--- config.mk ---
export PLATFORM = sky130hd
export DESIGN_NAME = mono_to_surround_gain_spread_core
export DESIGN_NICKNAME = d
export VERILOG_FILES = /design/src/hdl/msgs_pkg.sv /design/src/hdl/mono_to_surround_gain_spread_core.sv /design/src/hdl/msgs_seq.sv /design/src/hdl/msgs_gain.sv /design/src/hdl/msgs_scale.sv
export SDC_FILE = /design/constraint.sdc
export NUM_CORES = 2
export LEC_CHECK = 0
export BUFFER_PORTS_ARGS = -buffer_cell sky130_fd_sc_hd__buf_2
export CORE_UTILIZATION = 60
export DETAILED_ROUTE_END_ITERATION = 12
export PLACE_DENSITY = 0.83
export SYNTH_ARGS = -nofsm -noshare
export SYNTH_HDL_FRONTEND = slang
export SYNTH_SLANG_ARGS = --single-unit
--- constraint.sdc ---
create_clock -name i_clk -period 10.38 [get_ports i_clk]
set_input_delay 2.076 -clock i_clk [delete_from_list [all_inputs] [get_ports i_clk]]
set_output_delay 2.076 -clock i_clk [all_outputs]
set_load 0.1 [all_outputs]
--- src/hdl/msgs_pkg.sv ---
// ----------------------------------------------------------------------------
// msgs_pkg
// Types, constants and the speaker layout table of the mono to surround
// gain spread core.
// ----------------------------------------------------------------------------
`default_nettype none

package msgs_pkg;

    localparam int C_MAX_CHANNELS = 8;

    localparam logic [3:0] C_CHAN_COUNT_RESET = 4'd2;

    // Q.15 speaker components: one and one over root two.
    localparam logic signed [16:0] C_ONE  = 17'sd32768;
    localparam logic signed [16:0] C_DIAG = 17'sd23170;
    localparam logic signed [16:0] C_ZERO = 17'sd0;

    // Spread weight 0.3, and 0.7 + 0.15 folded into one base.
    localparam logic signed [15:0] C_SPREAD    = 16'sd9830;
    localparam logic signed [17:0] C_GAIN_BASE = 18'sd27853;
    localparam logic signed [17:0] C_GAIN_MAX  = 18'sd32768;

    // Speaker positions.
    localparam logic [3:0] POS_FL  = 4'd0;
    localparam logic [3:0] POS_C   = 4'd1;
    localparam logic [3:0] POS_FR  = 4'd2;
    localparam logic [3:0] POS_SL  = 4'd3;
    localparam logic [3:0] POS_SR  = 4'd4;
    localparam logic [3:0] POS_RL  = 4'd5;
    localparam logic [3:0] POS_RR  = 4'd6;
    localparam logic [3:0] POS_RC  = 4'd7;
    localparam logic [3:0] POS_LFE = 4'd8;

    typedef struct packed {
        logic signed [15:0] sample;
        logic signed [15:0] dir_x;
        logic signed [15:0] dir_z;
    } t_req;

    typedef struct packed {
        logic [2:0]         channel_index;
        logic signed [15:0] out_sample;
        logic               last;
    } t_res;

    typedef struct packed {
        logic       valid;
        logic [2:0] ch;
        logic       last;
    } t_tag;

    typedef struct packed {
        logic signed [16:0] x;
        logic signed [16:0] z;
    } t_spk;

    function automatic logic [3:0] spk_pos(input logic [2:0] layout, input logic [2:0] ch);
        logic [3:0] pos;
        pos = POS_LFE;
        case (layout)
            3'd0: pos = POS_C;
            3'd1: pos = (ch == 3'd0) ? POS_FL : POS_FR;
            3'd2: begin
                case (ch)
                    3'd0:    pos = POS_FL;
                    3'd1:    pos = POS_C;
                    default: pos = POS_FR;
                endcase
            end
            3'd3: begin
                case (ch)
                    3'd0:    pos = POS_FL;
                    3'd1:    pos = POS_FR;
                    3'd2:    pos = POS_RL;
                    default: pos = POS_RR;
                endcase
            end
            3'd4, 3'd5: begin
                case (ch)
                    3'd0:    pos = POS_FL;
                    3'd1:    pos = POS_C;
                    3'd2:    pos = POS_FR;
                    3'd3:    pos = POS_RL;
                    3'd4:    pos = POS_RR;
                    default: pos = POS_LFE;
                endcase
            end
            3'd6: begin
                case (ch)
                    3'd0:    pos = POS_FL;
                    3'd1:    pos = POS_C;
                    3'd2:    pos = POS_FR;
                    3'd3:    pos = POS_SL;
                    3'd4:    pos = POS_SR;
                    3'd5:    pos = POS_RC;
                    default: pos = POS_LFE;
                endcase
            end
            default: begin
                case (ch)
                    3'd0:    pos = POS_FL;
                    3'd1:    pos = POS_C;
                    3'd2:    pos = POS_FR;
                    3'd3:    pos = POS_SL;
                    3'd4:    pos = POS_SR;
                    3'd5:    pos = POS_RL;
                    3'd6:    pos = POS_RR;
                    default: pos = POS_LFE;
                endcase
            end
        endcase
        return pos;
    endfunction

    function automatic t_spk spk_vec(input logic [2:0] layout, input logic [2:0] ch);
        t_spk v;
        v.x = C_ZERO;
        v.z = C_ZERO;
        case (spk_pos(layout, ch))
            POS_FL: begin
                v.x = -C_DIAG;
                v.z = -C_DIAG;
            end
            POS_C: begin
                v.z = -C_ONE;
            end
            POS_FR: begin
                v.x = C_DIAG;
                v.z = -C_DIAG;
            end
            POS_SL: begin
                v.x = -C_ONE;
            end
            POS_SR: begin
                v.x = C_ONE;
            end
            POS_RL: begin
                v.x = -C_DIAG;
                v.z = C_DIAG;
            end
            POS_RR: begin
                v.x = C_DIAG;
                v.z = C_DIAG;
            end
            POS_RC: begin
                v.z = C_ONE;
            end
            default: begin
                v.x = C_ZERO;
                v.z = C_ZERO;
            end
        endcase
        return v;
    endfunction

endpackage

`default_nettype wire

--- src/hdl/mono_to_surround_gain_spread_core.sv ---
// ----------------------------------------------------------------------------
// mono_to_surround_gain_spread_core
// Spreads a mono sample over a speaker layout with direction-based gains.
// ----------------------------------------------------------------------------
// A request (sample, dir_x, dir_z) is taken on a clock edge with start high
// and busy low. It yields one result per active channel, in channel order,
// each shown on o_res for one cycle with o_strobe high; the final channel
// carries last. The receiver cannot hold results off, and none is needed.
// The channel count register (i_cfg_we, i_cfg_wdata) selects the layout
// from mono up to 7.1; zero acts as one and larger values as eight.
// The sequencer issues one channel per cycle, so a request of n channels
// occupies the sequencer until its last channel is issued. Busy is high
// while any channel but the last is issued; the next request may follow
// without a gap.
// Reset clears the pipeline and sets the channel count to two.
// ----------------------------------------------------------------------------
`default_nettype none

module mono_to_surround_gain_spread_core
    import msgs_pkg::*;
#(
    parameter int MAX_CHANNELS = C_MAX_CHANNELS
)
(
    input  wire logic       i_clk,
    input  wire logic       i_rst_n,
    input  wire logic       i_cfg_we,
    input  wire logic [3:0] i_cfg_wdata,
    input  wire logic       start,
    output logic            busy,
    input  wire t_req       i_req,
    output logic            o_strobe,
    output t_res            o_res
);

    t_tag               seq_tag;
    logic [2:0]         seq_layout;
    t_req               seq_req;
    t_tag               gain_tag;
    logic signed [15:0] gain_sample;
    logic [15:0]        gain_value;

    msgs_seq #(
        .MAX_CHANNELS (MAX_CHANNELS)
    ) u_seq (
        .i_clk       (i_clk),
        .i_rst_n     (i_rst_n),
        .i_cfg_we    (i_cfg_we),
        .i_cfg_wdata (i_cfg_wdata),
        .start       (start),
        .busy        (busy),
        .i_req       (i_req),
        .o_tag       (seq_tag),
        .o_layout    (seq_layout),
        .o_req       (seq_req)
    );

    msgs_gain u_gain (
        .i_clk    (i_clk),
        .i_rst_n  (i_rst_n),
        .i_tag    (seq_tag),
        .i_layout (seq_layout),
        .i_req    (seq_req),
        .o_tag    (gain_tag),
        .o_sample (gain_sample),
        .o_gain   (gain_value)
    );

    msgs_scale u_scale (
        .i_clk    (i_clk),
        .i_rst_n  (i_rst_n),
        .i_tag    (gain_tag),
        .i_sample (gain_sample),
        .i_gain   (gain_value),
        .o_strobe (o_strobe),
        .o_res    (o_res)
    );

`ifndef SYNTHESIS
    a_first_channel: assert property (@(posedge i_clk) disable iff (!i_rst_n)
        (start && !busy) |-> ##7 (o_strobe && o_res.channel_index == 3'd0))
        else $error("Channel zero did not appear at the expected latency.");

    a_channel_run: assert property (@(posedge i_clk) disable iff (!i_rst_n)
        (o_strobe && !o_res.last) |=>
            (o_strobe && o_res.channel_index == $past(o_res.channel_index) + 3'd1))
        else $error("Channel results of one request are not contiguous.");
`endif

endmodule

`default_nettype wire

--- src/hdl/msgs_seq.sv ---
// ----------------------------------------------------------------------------
// msgs_seq
// Channel count register and request sequencer. Holds one request and
// issues one channel per cycle into the gain pipeline.
// ----------------------------------------------------------------------------
`default_nettype none

module msgs_seq
    import msgs_pkg::*;
#(
    parameter int MAX_CHANNELS = C_MAX_CHANNELS
)
(
    input  wire logic       i_clk,
    input  wire logic       i_rst_n,
    input  wire logic       i_cfg_we,
    input  wire logic [3:0] i_cfg_wdata,
    input  wire logic       start,
    output logic            busy,
    input  wire t_req       i_req,
    output t_tag            o_tag,
    output logic [2:0]      o_layout,
    output t_req            o_req
);

    logic [3:0] r_chan_count;
    logic       r_active;
    logic [2:0] r_ch;
    logic [2:0] r_last_ch;
    t_req       r_req;

    logic [3:0] n_cnt_m1;
    logic [2:0] n_last_ch;
    logic       n_at_last;
    logic       n_accept;

    always_comb begin
        n_cnt_m1 = r_chan_count - 4'd1;
        if (r_chan_count == 4'd0) begin
            n_last_ch = 3'd0;
        end else if (r_chan_count > 4'(MAX_CHANNELS)) begin
            n_last_ch = 3'(MAX_CHANNELS - 1);
        end else begin
            n_last_ch = n_cnt_m1[2:0];
        end
    end

    assign n_at_last = (r_ch == r_last_ch);
    assign busy      = r_active && !n_at_last;
    assign n_accept  = start && !busy;

    always_ff @(posedge i_clk) begin
        if (!i_rst_n) begin
            r_chan_count <= C_CHAN_COUNT_RESET;
        end else if (i_cfg_we) begin
            r_chan_count <= i_cfg_wdata;
        end
    end

    always_ff @(posedge i_clk) begin
        if (!i_rst_n) begin
            r_active <= 1'b0;
        end else if (n_accept) begin
            r_active <= 1'b1;
        end else if (r_active && n_at_last) begin
            r_active <= 1'b0;
        end
    end

    always_ff @(posedge i_clk) begin
        if (n_accept) begin
            r_req     <= i_req;
            r_ch      <= 3'd0;
            r_last_ch <= n_last_ch;
        end else if (r_active && !n_at_last) begin
            r_ch <= r_ch + 3'd1;
        end
    end

    assign o_tag.valid = r_active;
    assign o_tag.ch    = r_ch;
    assign o_tag.last  = n_at_last;
    assign o_layout    = r_last_ch;
    assign o_req       = r_req;

endmodule

`default_nettype wire

--- src/hdl/msgs_gain.sv ---
// ----------------------------------------------------------------------------
// msgs_gain
// Four stage gain pipeline: direction products, dot product, spread
// product, and the rounded and clamped channel gain.
// ----------------------------------------------------------------------------
`default_nettype none

module msgs_gain
    import msgs_pkg::*;
(
    input  wire logic               i_clk,
    input  wire logic               i_rst_n,
    input  wire t_tag               i_tag,
    input  wire logic [2:0]         i_layout,
    input  wire t_req               i_req,
    output t_tag                    o_tag,
    output logic signed [15:0]      o_sample,
    output logic [15:0]             o_gain
);

    localparam logic signed [47:0] C_HALF = 48'sh0000_4000_0000;

    t_spk n_spk;

    t_tag               r_tag1, r_tag2, r_tag3, r_tag4;
    logic signed [15:0] r_smp1, r_smp2, r_smp3, r_smp4;
    logic signed [32:0] r_px;
    logic signed [32:0] r_pz;
    logic signed [32:0] r_d;
    logic signed [47:0] r_p;
    logic [15:0]        r_gain;

    logic signed [47:0] n_round;
    logic signed [16:0] n_gq;
    logic signed [17:0] n_gfull;
    logic [15:0]        n_gain;

    assign n_spk = spk_vec(i_layout, i_tag.ch);

    always_comb begin
        n_round = r_p + C_HALF;
        n_gq    = n_round[47:31];
        n_gfull = {n_gq[16], n_gq} + C_GAIN_BASE;
        if (n_gfull > C_GAIN_MAX) begin
            n_gain = C_GAIN_MAX[15:0];
        end else begin
            n_gain = n_gfull[15:0];
        end
    end

    always_ff @(posedge i_clk) begin
        if (!i_rst_n) begin
            r_tag1.valid <= 1'b0;
            r_tag2.valid <= 1'b0;
            r_tag3.valid <= 1'b0;
            r_tag4.valid <= 1'b0;
        end else begin
            r_tag1.valid <= i_tag.valid;
            r_tag2.valid <= r_tag1.valid;
            r_tag3.valid <= r_tag2.valid;
            r_tag4.valid <= r_tag3.valid;
        end
    end

    always_ff @(posedge i_clk) begin
        r_tag1.ch   <= i_tag.ch;
        r_tag1.last <= i_tag.last;
        r_tag2.ch   <= r_tag1.ch;
        r_tag2.last <= r_tag1.last;
        r_tag3.ch   <= r_tag2.ch;
        r_tag3.last <= r_tag2.last;
        r_tag4.ch   <= r_tag3.ch;
        r_tag4.last <= r_tag3.last;
        r_smp1      <= i_req.sample;
        r_smp2      <= r_smp1;
        r_smp3      <= r_smp2;
        r_smp4      <= r_smp3;
        r_px        <= i_req.dir_x * n_spk.x;
        r_pz        <= i_req.dir_z * n_spk.z;
        r_d         <= r_px + r_pz;
        r_p         <= r_d * C_SPREAD;
        r_gain      <= n_gain;
    end

    assign o_tag    = r_tag4;
    assign o_sample = r_smp4;
    assign o_gain   = r_gain;

endmodule

`default_nettype wire

--- src/hdl/msgs_scale.sv ---
// ----------------------------------------------------------------------------
// msgs_scale
// Sample times gain, then rounding to Q1.15 into the result register.
// ----------------------------------------------------------------------------
`default_nettype none

module msgs_scale
    import msgs_pkg::*;
(
    input  wire logic               i_clk,
    input  wire logic               i_rst_n,
    input  wire t_tag               i_tag,
    input  wire logic signed [15:0] i_sample,
    input  wire logic [15:0]        i_gain,
    output logic                    o_strobe,
    output t_res                    o_res
);

    localparam logic signed [32:0] C_RND = 33'sd16384;

    t_tag               r_tag5;
    logic signed [32:0] r_y;
    logic               r_strobe;
    t_res               r_res;
    logic signed [32:0] n_round;

    assign n_round = r_y + C_RND;

    always_ff @(posedge i_clk) begin
        if (!i_rst_n) begin
            r_tag5.valid <= 1'b0;
            r_strobe     <= 1'b0;
        end else begin
            r_tag5.valid <= i_tag.valid;
            r_strobe     <= r_tag5.valid;
        end
    end

    always_ff @(posedge i_clk) begin
        r_tag5.ch           <= i_tag.ch;
        r_tag5.last         <= i_tag.last;
        r_y                 <= i_sample * $signed({1'b0, i_gain});
        r_res.channel_index <= r_tag5.ch;
        r_res.last          <= r_tag5.last;
        r_res.out_sample    <= n_round[30:15];
    end

    assign o_strobe = r_strobe;
    assign o_res    = r_res;

endmodule

`default_nettype wire
After elaboration in Yosys (flattened, before gate mapping)
Cells that the tools add are included. W data, S select, Z words.

Flip-flop bits (word level): 362. Bits of input ports: 56. Output and inout bits: 22.

Add/subtract/negate cells: 6. Multipliers: 4. $lt $le $gt $ge: 2. Equality and inequality tests: 20. Mux-type cells: 12. Reduce and logical (&&, ||, !) cells: 15.

Operators by type and width (number): $pmux W17 S4 (2); $mul A16 B17 Y33 (2); $add A48 B32 Y48 const B (1); $pmux W4 S6 (2); $mul A33 B14 Y47 const B (1); $add A33 B33 Y33 (1); $add A31 B16 Y31 const B (1); $mul A16 B17 Y31 (1); $pmux W4 S7 (1); $pmux W4 S5 (1); $add A17 B16 Y18 const B (1); $eq A3 B3 Y1 const B (6); $gt A18 B17 Y1 const B (1); $eq A4 B3 Y1 const B (4); $eq A3 B2 Y1 const B (4); $reduce_or A2 Y1 (5); $pmux W3 S3 (1); $eq A4 B2 Y1 const B (2); $logic_not A4 Y1 (2); $eq A3 B1 Y1 const B (2); $logic_not A3 Y1 (2); $eq A4 B1 Y1 const B (1); $gt A4 B4 Y1 const B (1); $pmux W2 S2 (1); 9 further kinds (13).

Longest topological paths before layout
Depth in word-level cells: 7. Mapped depth: 34.

Cells and area by module
A second synthesis with hierarchy kept.

Cell total of the unflattened synthesis: 4343. Area total of the unflattened synthesis: 43080.1 um^2.

Modules (own cells, without submodules): msgs_gain (times used 1, cells an instance 3224, area an instance 31635.3 um^2, sequential area each 4284.1 um^2); msgs_scale (times used 1, cells an instance 1012, area an instance 9367.7 um^2, sequential area each 860.8 um^2); msgs_seq (times used 1, cells an instance 107, area an instance 2077.0 um^2, sequential area each 1691.6 um^2).

Worst setup path before layout
No wires, ideal clock.

Path type: flip-flop to flip-flop. Start point: register u_seq.r_ch[1]. End point: register u_gain.r_px[31]. Setup time: 0.082 ns. Data arrival time: 8.352 ns. Setup slack: 1.946 ns. Cell stages (with the launch flop): 34. Buffers on the path: 2. Period minus slack after synthesis: 8.434 ns. Cells stage by stage: dfxtp_1 -> inv_1 -> ha_1 -> nor4b_1 -> o22ai_1 -> a21oi_1 -> mux2i_1 -> a311o_1 -> or2_0 -> a21oi_1 -> nand2b_1 -> clkbuf_1 -> nand2_1 -> fa_1 -> inv_1 -> fa_1 -> inv_1 -> fa_1 -> inv_1 -> fa_1 -> fa_1 -> inv_1 -> fa_1 -> inv_1 -> ha_1 -> clkbuf_1 -> nand2_1 -> nor4_1 -> nand2_1 -> o211ai_1 -> o21bai_1 -> a211oi_1 -> or4b_2 -> o2111ai_1.

Cells in the longest elaborated chain, start to end: 7.

RTL lines: start: declaration (line msgs_seq.sv:28) `logic [2:0] r_ch;`; start signal: assignment (line msgs_seq.sv:76) `r_ch <= r_ch + 3'd1;`; $eq A3 B3 Y1, or another cell as far along (line msgs_pkg.sv:101) `case (ch)`; $pmux W4 S7, or another cell as far along (line msgs_pkg.sv:101); $pmux W4 S6 * (line msgs_pkg.sv:61) `case (layout)`; $eq A4 B2 Y1, or another cell as far along (line msgs_pkg.sv:120) `case (spk_pos(layout, ch))`; $reduce_or A2 Y1 (no line); $pmux W17 S4 * (line msgs_pkg.sv:120); $mul A16 B17 Y33 * (line msgs_gain.sv:78) `r_px <= i_req.dir_x * n_spk.x;`; end signal: assignment (line msgs_gain.sv:78); end: declaration (line msgs_gain.sv:27) `logic signed [32:0] r_px;`.

Mark *: on every way between the ends. The rest lies on a longest branch, timed or not. A chain may end at the register's enable or synchronous reset.

Worst setup path after layout
Ends and elaborated chain as after synthesis.

==> report_table.html <==
<table>
<tr><th>Metric</th><th>Value</th></tr>
<tr><th colspan="2">Logic synthesis</th></tr>
<tr><td>Mean instance size in the synthesized netlist</td><td>9.96 sq um</td></tr>
<tr><td>FFs w/ async S/R, synth</td><td>0%</td></tr>
<tr><td>Seq cells post-synth</td><td>316</td></tr>
<tr><td>Syn Std Cell Area</td><td>42,400 sq um</td></tr>
<tr><td>Count of unique library cells instantiated by Yosys</td><td>79</td></tr>
<tr><td>Number of synthesis warnings</td><td>0</td></tr>
<tr><td>Count of mapped cells out of synthesis</td><td>4,258</td></tr>
<tr><td>Syn_nets</td><td>5,635</td></tr>
<tr><td>Number of synthesized flops with an enable pin</td><td>51</td></tr>
<tr><td>Commonest register cell after synthesis</td><td>sky130_fd_sc_hd__dfxtp_1</td></tr>
<tr><td>Seq/Total Area, Yosys</td><td>16.1%</td></tr>
<tr><th colspan="2">Clock network</th></tr>
<tr><td>Maximum clock insertion buffer count</td><td>3</td></tr>
<tr><td>Clock-pin slew on the worst setup and hold paths</td><td>60 ps</td></tr>
<tr><td>Clock tree from TritonCTS</td><td>done</td></tr>
<tr><td>Cts hold-fix bufs</td><td>0</td></tr>
<tr><td>Worst-skew pair later-pin latency</td><td>~560 ps</td></tr>
<tr><td>Post-CTS setup repair buffer count</td><td>0</td></tr>
<tr><td>Clock buffer count from CTS</td><td>37</td></tr>
<tr><td>CTS Sinks</td><td>316</td></tr>
<tr><td>Cts repair resizes</td><td>0</td></tr>
<tr><td>CTS H-tree depth</td><td>2</td></tr>
<tr><td>Clock tree root driver cell</td><td>sky130_fd_sc_hd__clkbuf_16</td></tr>
<tr><th colspan="2">Placed design</th></tr>
<tr><td>Cell area after placement</td><td>43,800 sq um</td></tr>
<tr><td>Final weighted congestion in routability-driven placement</td><td>0.953</td></tr>
<tr><td>Post-detail-place hpwl</td><td>73,300 um</td></tr>
<tr><td>Number of input and output port buffers inserted</td><td>77</td></tr>
<tr><th colspan="2">Timing</th></tr>
<tr><td>Minimum clock period</td><td>9650 ps</td></tr>
<tr><td>Slew Limit Headroom</td><td>17.4%</td></tr>
<tr><td>Fmax</td><td>104 MHz</td></tr>
<tr><td>Final max-slew violation count</td><td>0</td></tr>
<tr><td>Setup TNS</td><td>0 ps</td></tr>
<tr><td>Hold violation total from the final report</td><td>0</td></tr>
<tr><td>Clock skew after layout</td><td>23.5 ps</td></tr>
<tr><td>Endpoints failing setup</td><td>0</td></tr>
<tr><td>Setup repair after global routing missed its margin</td><td>false</td></tr>
<tr><td>Share of the clock period used by the worst path after layout</td><td>93.0%</td></tr>
<tr><td>Slew @ Worst Pin</td><td>1230 ps</td></tr>
<tr><th colspan="2">Cells and area</th></tr>
<tr><td>Area overhead of the layout relative to synthesis</td><td>6.04%</td></tr>
<tr><td>Cell area after layout</td><td>45,000 sq um</td></tr>
<tr><td>Layout cells sized above 1</td><td>around 4%</td></tr>
<tr><td>Post-layout nets</td><td>5,698</td></tr>
<tr><td>Antenna cells</td><td>0</td></tr>
<tr><td>Core utilization of the finished layout</td><td>between 60 and 70%</td></tr>
<tr><th colspan="2">Global routing</th></tr>
<tr><td>Global route total overflow</td><td>0</td></tr>
<tr><td>Global Route Usage Sum</td><td>a little over a quarter</td></tr>
<tr><td>Via count of the first global-routing pass</td><td>31,200</td></tr>
<tr><td>Antenna violations before repair</td><td>1</td></tr>
<tr><td>Wire length of the first global-routing pass</td><td>around 150,000 um</td></tr>
<tr><td>Largest net degree at the start of global routing</td><td>36</td></tr>
<tr><th colspan="2">Worst setup path</th></tr>
<tr><td>Endpoint arrival time on the critical path</td><td>10,130 ps</td></tr>
<tr><td>Endpoint class of the critical path</td><td>register</td></tr>
<tr><td>Crit-path slowest cell</td><td>sky130_fd_sc_hd__fa_1</td></tr>
<tr><td>Nature of the critical path startpoint</td><td>register</td></tr>
<tr><td>Most frequent cell on the critical path</td><td>sky130_fd_sc_hd__fa_1</td></tr>
<tr><td>Maximum fanout along the worst path</td><td>21</td></tr>
<tr><td>Startpoint of the lowest-slack register-to-register path</td><td>u_seq.r_ch[1]$_SDFFE_PP0P_</td></tr>
<tr><td>Worst Path Class, Setup</td><td>reg2reg</td></tr>
<tr><td>Data required time at the worst endpoint</td><td>10,860 ps</td></tr>
<tr><td>Worst setup startpoint</td><td>u_seq.r_ch[1]$_SDFFE_PP0P_</td></tr>
<tr><td>Largest incremental delay on the critical path</td><td>660 ps</td></tr>
<tr><th colspan="2">Job</th></tr>
<tr><td>Number of max-cap violations</td><td>0</td></tr>
<tr><th colspan="2">Routing</th></tr>
<tr><td>Detailed router's first-iteration violation count</td><td>1,640</td></tr>
<tr><td>Total detailed-routing wirelength</td><td>89,300 um</td></tr>
<tr><td>Average detailed-routed wire length per instance</td><td>16.9 um</td></tr>
<tr><td>Number of nets with antenna violations after routing</td><td>0</td></tr>
<tr><td>Total iterations of the first detailed-routing run</td><td>8</td></tr>
<tr><td>Detailed-route via count</td><td>28,400</td></tr>
<tr><td>Average vias per placed instance</td><td>5.38</td></tr>
<tr><td>Residual DRC count</td><td>0</td></tr>
<tr><th colspan="2">Worst hold path</th></tr>
<tr><td>Worst Hold Launch</td><td>u_gain.r_smp2[13]$_DFF_P_</td></tr>
<tr><td>Kind of path behind the tightest hold check</td><td>reg2reg</td></tr>
<tr><th colspan="2">Floorplanning</th></tr>
<tr><td>Total die area</td><td>71,800 sq um</td></tr>
<tr><td>Die outline height</td><td>268 um</td></tr>
<tr><td>Cell Rows</td><td>97</td></tr>
<tr><td>Number of primary I/O pins</td><td>a little under 80</td></tr>
<tr><td>Starting density of the core</td><td>60.6%</td></tr>
<tr><td>Die X</td><td>268 um</td></tr>
<tr><td>Core region area</td><td>70,000 sq um</td></tr>
<tr><th colspan="2">Status</th></tr>
<tr><td>Status</td><td>completed</td></tr>
</table>
[critical path, delay by kind of cell (launching register included)]
family | cells | cell delay, ps
compound gates | 7 | 1380
buf+inv | 7 | 1030
mux | 1 | 90
fa+ha+maj | 8 | 3840
flops | 1 | 490
simple gates | 8 | 2730
[Yosys cell counts (26+ instances only)]
master	number	share of area, %
sky130_fd_sc_hd__xnor2_1	131	2.7
sky130_fd_sc_hd__nand2_1	314	2.8
sky130_fd_sc_hd__and2_1	162	2.4
sky130_fd_sc_hd__fa_1	822	39
sky130_fd_sc_hd__nand2b_1	32	0.47
sky130_fd_sc_hd__a21oi_1	111	1.3
sky130_fd_sc_hd__and3_1	27	0.40
sky130_fd_sc_hd__o21ai_0	58	0.68
sky130_fd_sc_hd__dfxtp_1	265	13
sky130_fd_sc_hd__nor2_1	99	0.88
sky130_fd_sc_hd__nor3_1	33	0.39
sky130_fd_sc_hd__xor2_1	43	0.89
sky130_fd_sc_hd__a21o_1	48	0.85
sky130_fd_sc_hd__o21a_1	26	0.46
sky130_fd_sc_hd__nand3_1	46	0.54
sky130_fd_sc_hd__ha_1	499	15
sky130_fd_sc_hd__inv_1	1178	10
sky130_fd_sc_hd__clkbuf_1	54	0.48
sky130_fd_sc_hd__edfxtp_1	51	3.6
[routing by layer]
metal | up-vias | track usage [%] | wire length [um]
met2 | 835 | 47.6 | 45700
met4 | 2 | 9.87 | 3330
li1 | 13100 | - | -
met5 | - | 0 | 9
met3 | 228 | 3.36 | 4610
met1 | 14300 | 32.2 | 35700
[cell type report]
| cell class | count | area, sq um |
|---|---|---|
| inverter | 1179 | 4430 |
| timing repair buffer | 84 | 438 |
| sequential | 316 | 6840 |
| multi-input combinational | 2703 | 30900 |
| fill | 5291 | 25100 |
| clock buffer | 48 | 1010 |
| tap | 940 | 1180 |
| clock inverter | 18 | 181 |
[cells in the final DEF (no fill, tap or decap), types with 21 or more instances in the layout]
| cell | Yosys | routed |
|---|---|---|
| sky130_fd_sc_hd__inv_1 | 1178 | 1178 |
| sky130_fd_sc_hd__fa_1 | 822 | 822 |
| sky130_fd_sc_hd__ha_1 | 499 | 499 |
| sky130_fd_sc_hd__nand2_1 | 314 | 314 |
| sky130_fd_sc_hd__dfxtp_1 | 265 | 265 |
| sky130_fd_sc_hd__and2_1 | 162 | 161 |
| sky130_fd_sc_hd__xnor2_1 | 131 | 131 |
| sky130_fd_sc_hd__a21oi_1 | 111 | 111 |
| sky130_fd_sc_hd__nor2_1 | 99 | 99 |
| sky130_fd_sc_hd__buf_2 | 2 | 77 |
| sky130_fd_sc_hd__o21ai_0 | 58 | 58 |
| sky130_fd_sc_hd__edfxtp_1 | 51 | 51 |
| sky130_fd_sc_hd__a21o_1 | 48 | 48 |
| sky130_fd_sc_hd__nand3_1 | 46 | 46 |
| sky130_fd_sc_hd__xor2_1 | 43 | 43 |
| sky130_fd_sc_hd__clkbuf_16 | 0 | 38 |
| sky130_fd_sc_hd__nor3_1 | 33 | 33 |
| sky130_fd_sc_hd__nand2b_1 | 32 | 32 |
| sky130_fd_sc_hd__and3_1 | 27 | 27 |
| sky130_fd_sc_hd__o21a_1 | 26 | 26 |
| sky130_fd_sc_hd__nor2b_1 | 23 | 23 |
| sky130_fd_sc_hd__nand4_1 | 21 | 21 |
[registers in the layout, indices dropped and copies added, names as in the netlist, 17 cells and up]
signal / flops
u_gain.r_pz: 32
u_gain.r_d: 32
u_seq.o_req: 48
u_gain.r_px: 32
u_scale.r_y: 17
u_scale.o_res: 20
u_gain.r_p: 18
[worst paths after layout]
path	endpoint	slack [ps]	cells past startpoint
max reg2reg	u_gain.r_px[31]$_DFF_P_	730	31
min reg2reg	u_gain.r_smp3[13]$_DFF_P_	320	0
min	u_gain.r_smp3[13]$_DFF_P_	320	0
max	u_gain.r_px[31]$_DFF_P_	730	31
[through the flow]
| step | hold WS (ps) | std cells | worst slack (ps) |
|---|---|---|---|
| 6_report | 323 | 5288 | 729 |
| 5_1_grt | 329 | 5288 | 160 |
| 4_1_cts | 324 | 5288 | 862 |
| 3_5_place_dp | 312 | 5222 | 1020 |
| 3_3_place_gp | 310 | 5222 | 1370 |
| 2_1_floorplan | 310 | 4258 | 1950 |
[logic make-up (layout without fill, tap and decap cells)]
logic type	count (synthesis)	after routing	synth area share, %
mux	7	7	0.168
buf+inv	1239	1329	11.0
fa+ha+maj	1321	1321	53.5
compound gates	388	388	6.11
simple gates	813	813	9.48
flops	316	316	16.1
xor+xnor	174	174	3.59
Power is left out: the tool's default activity adds up to more than one toggle a clock period on the data nets, which glitch-free logic cannot reach.
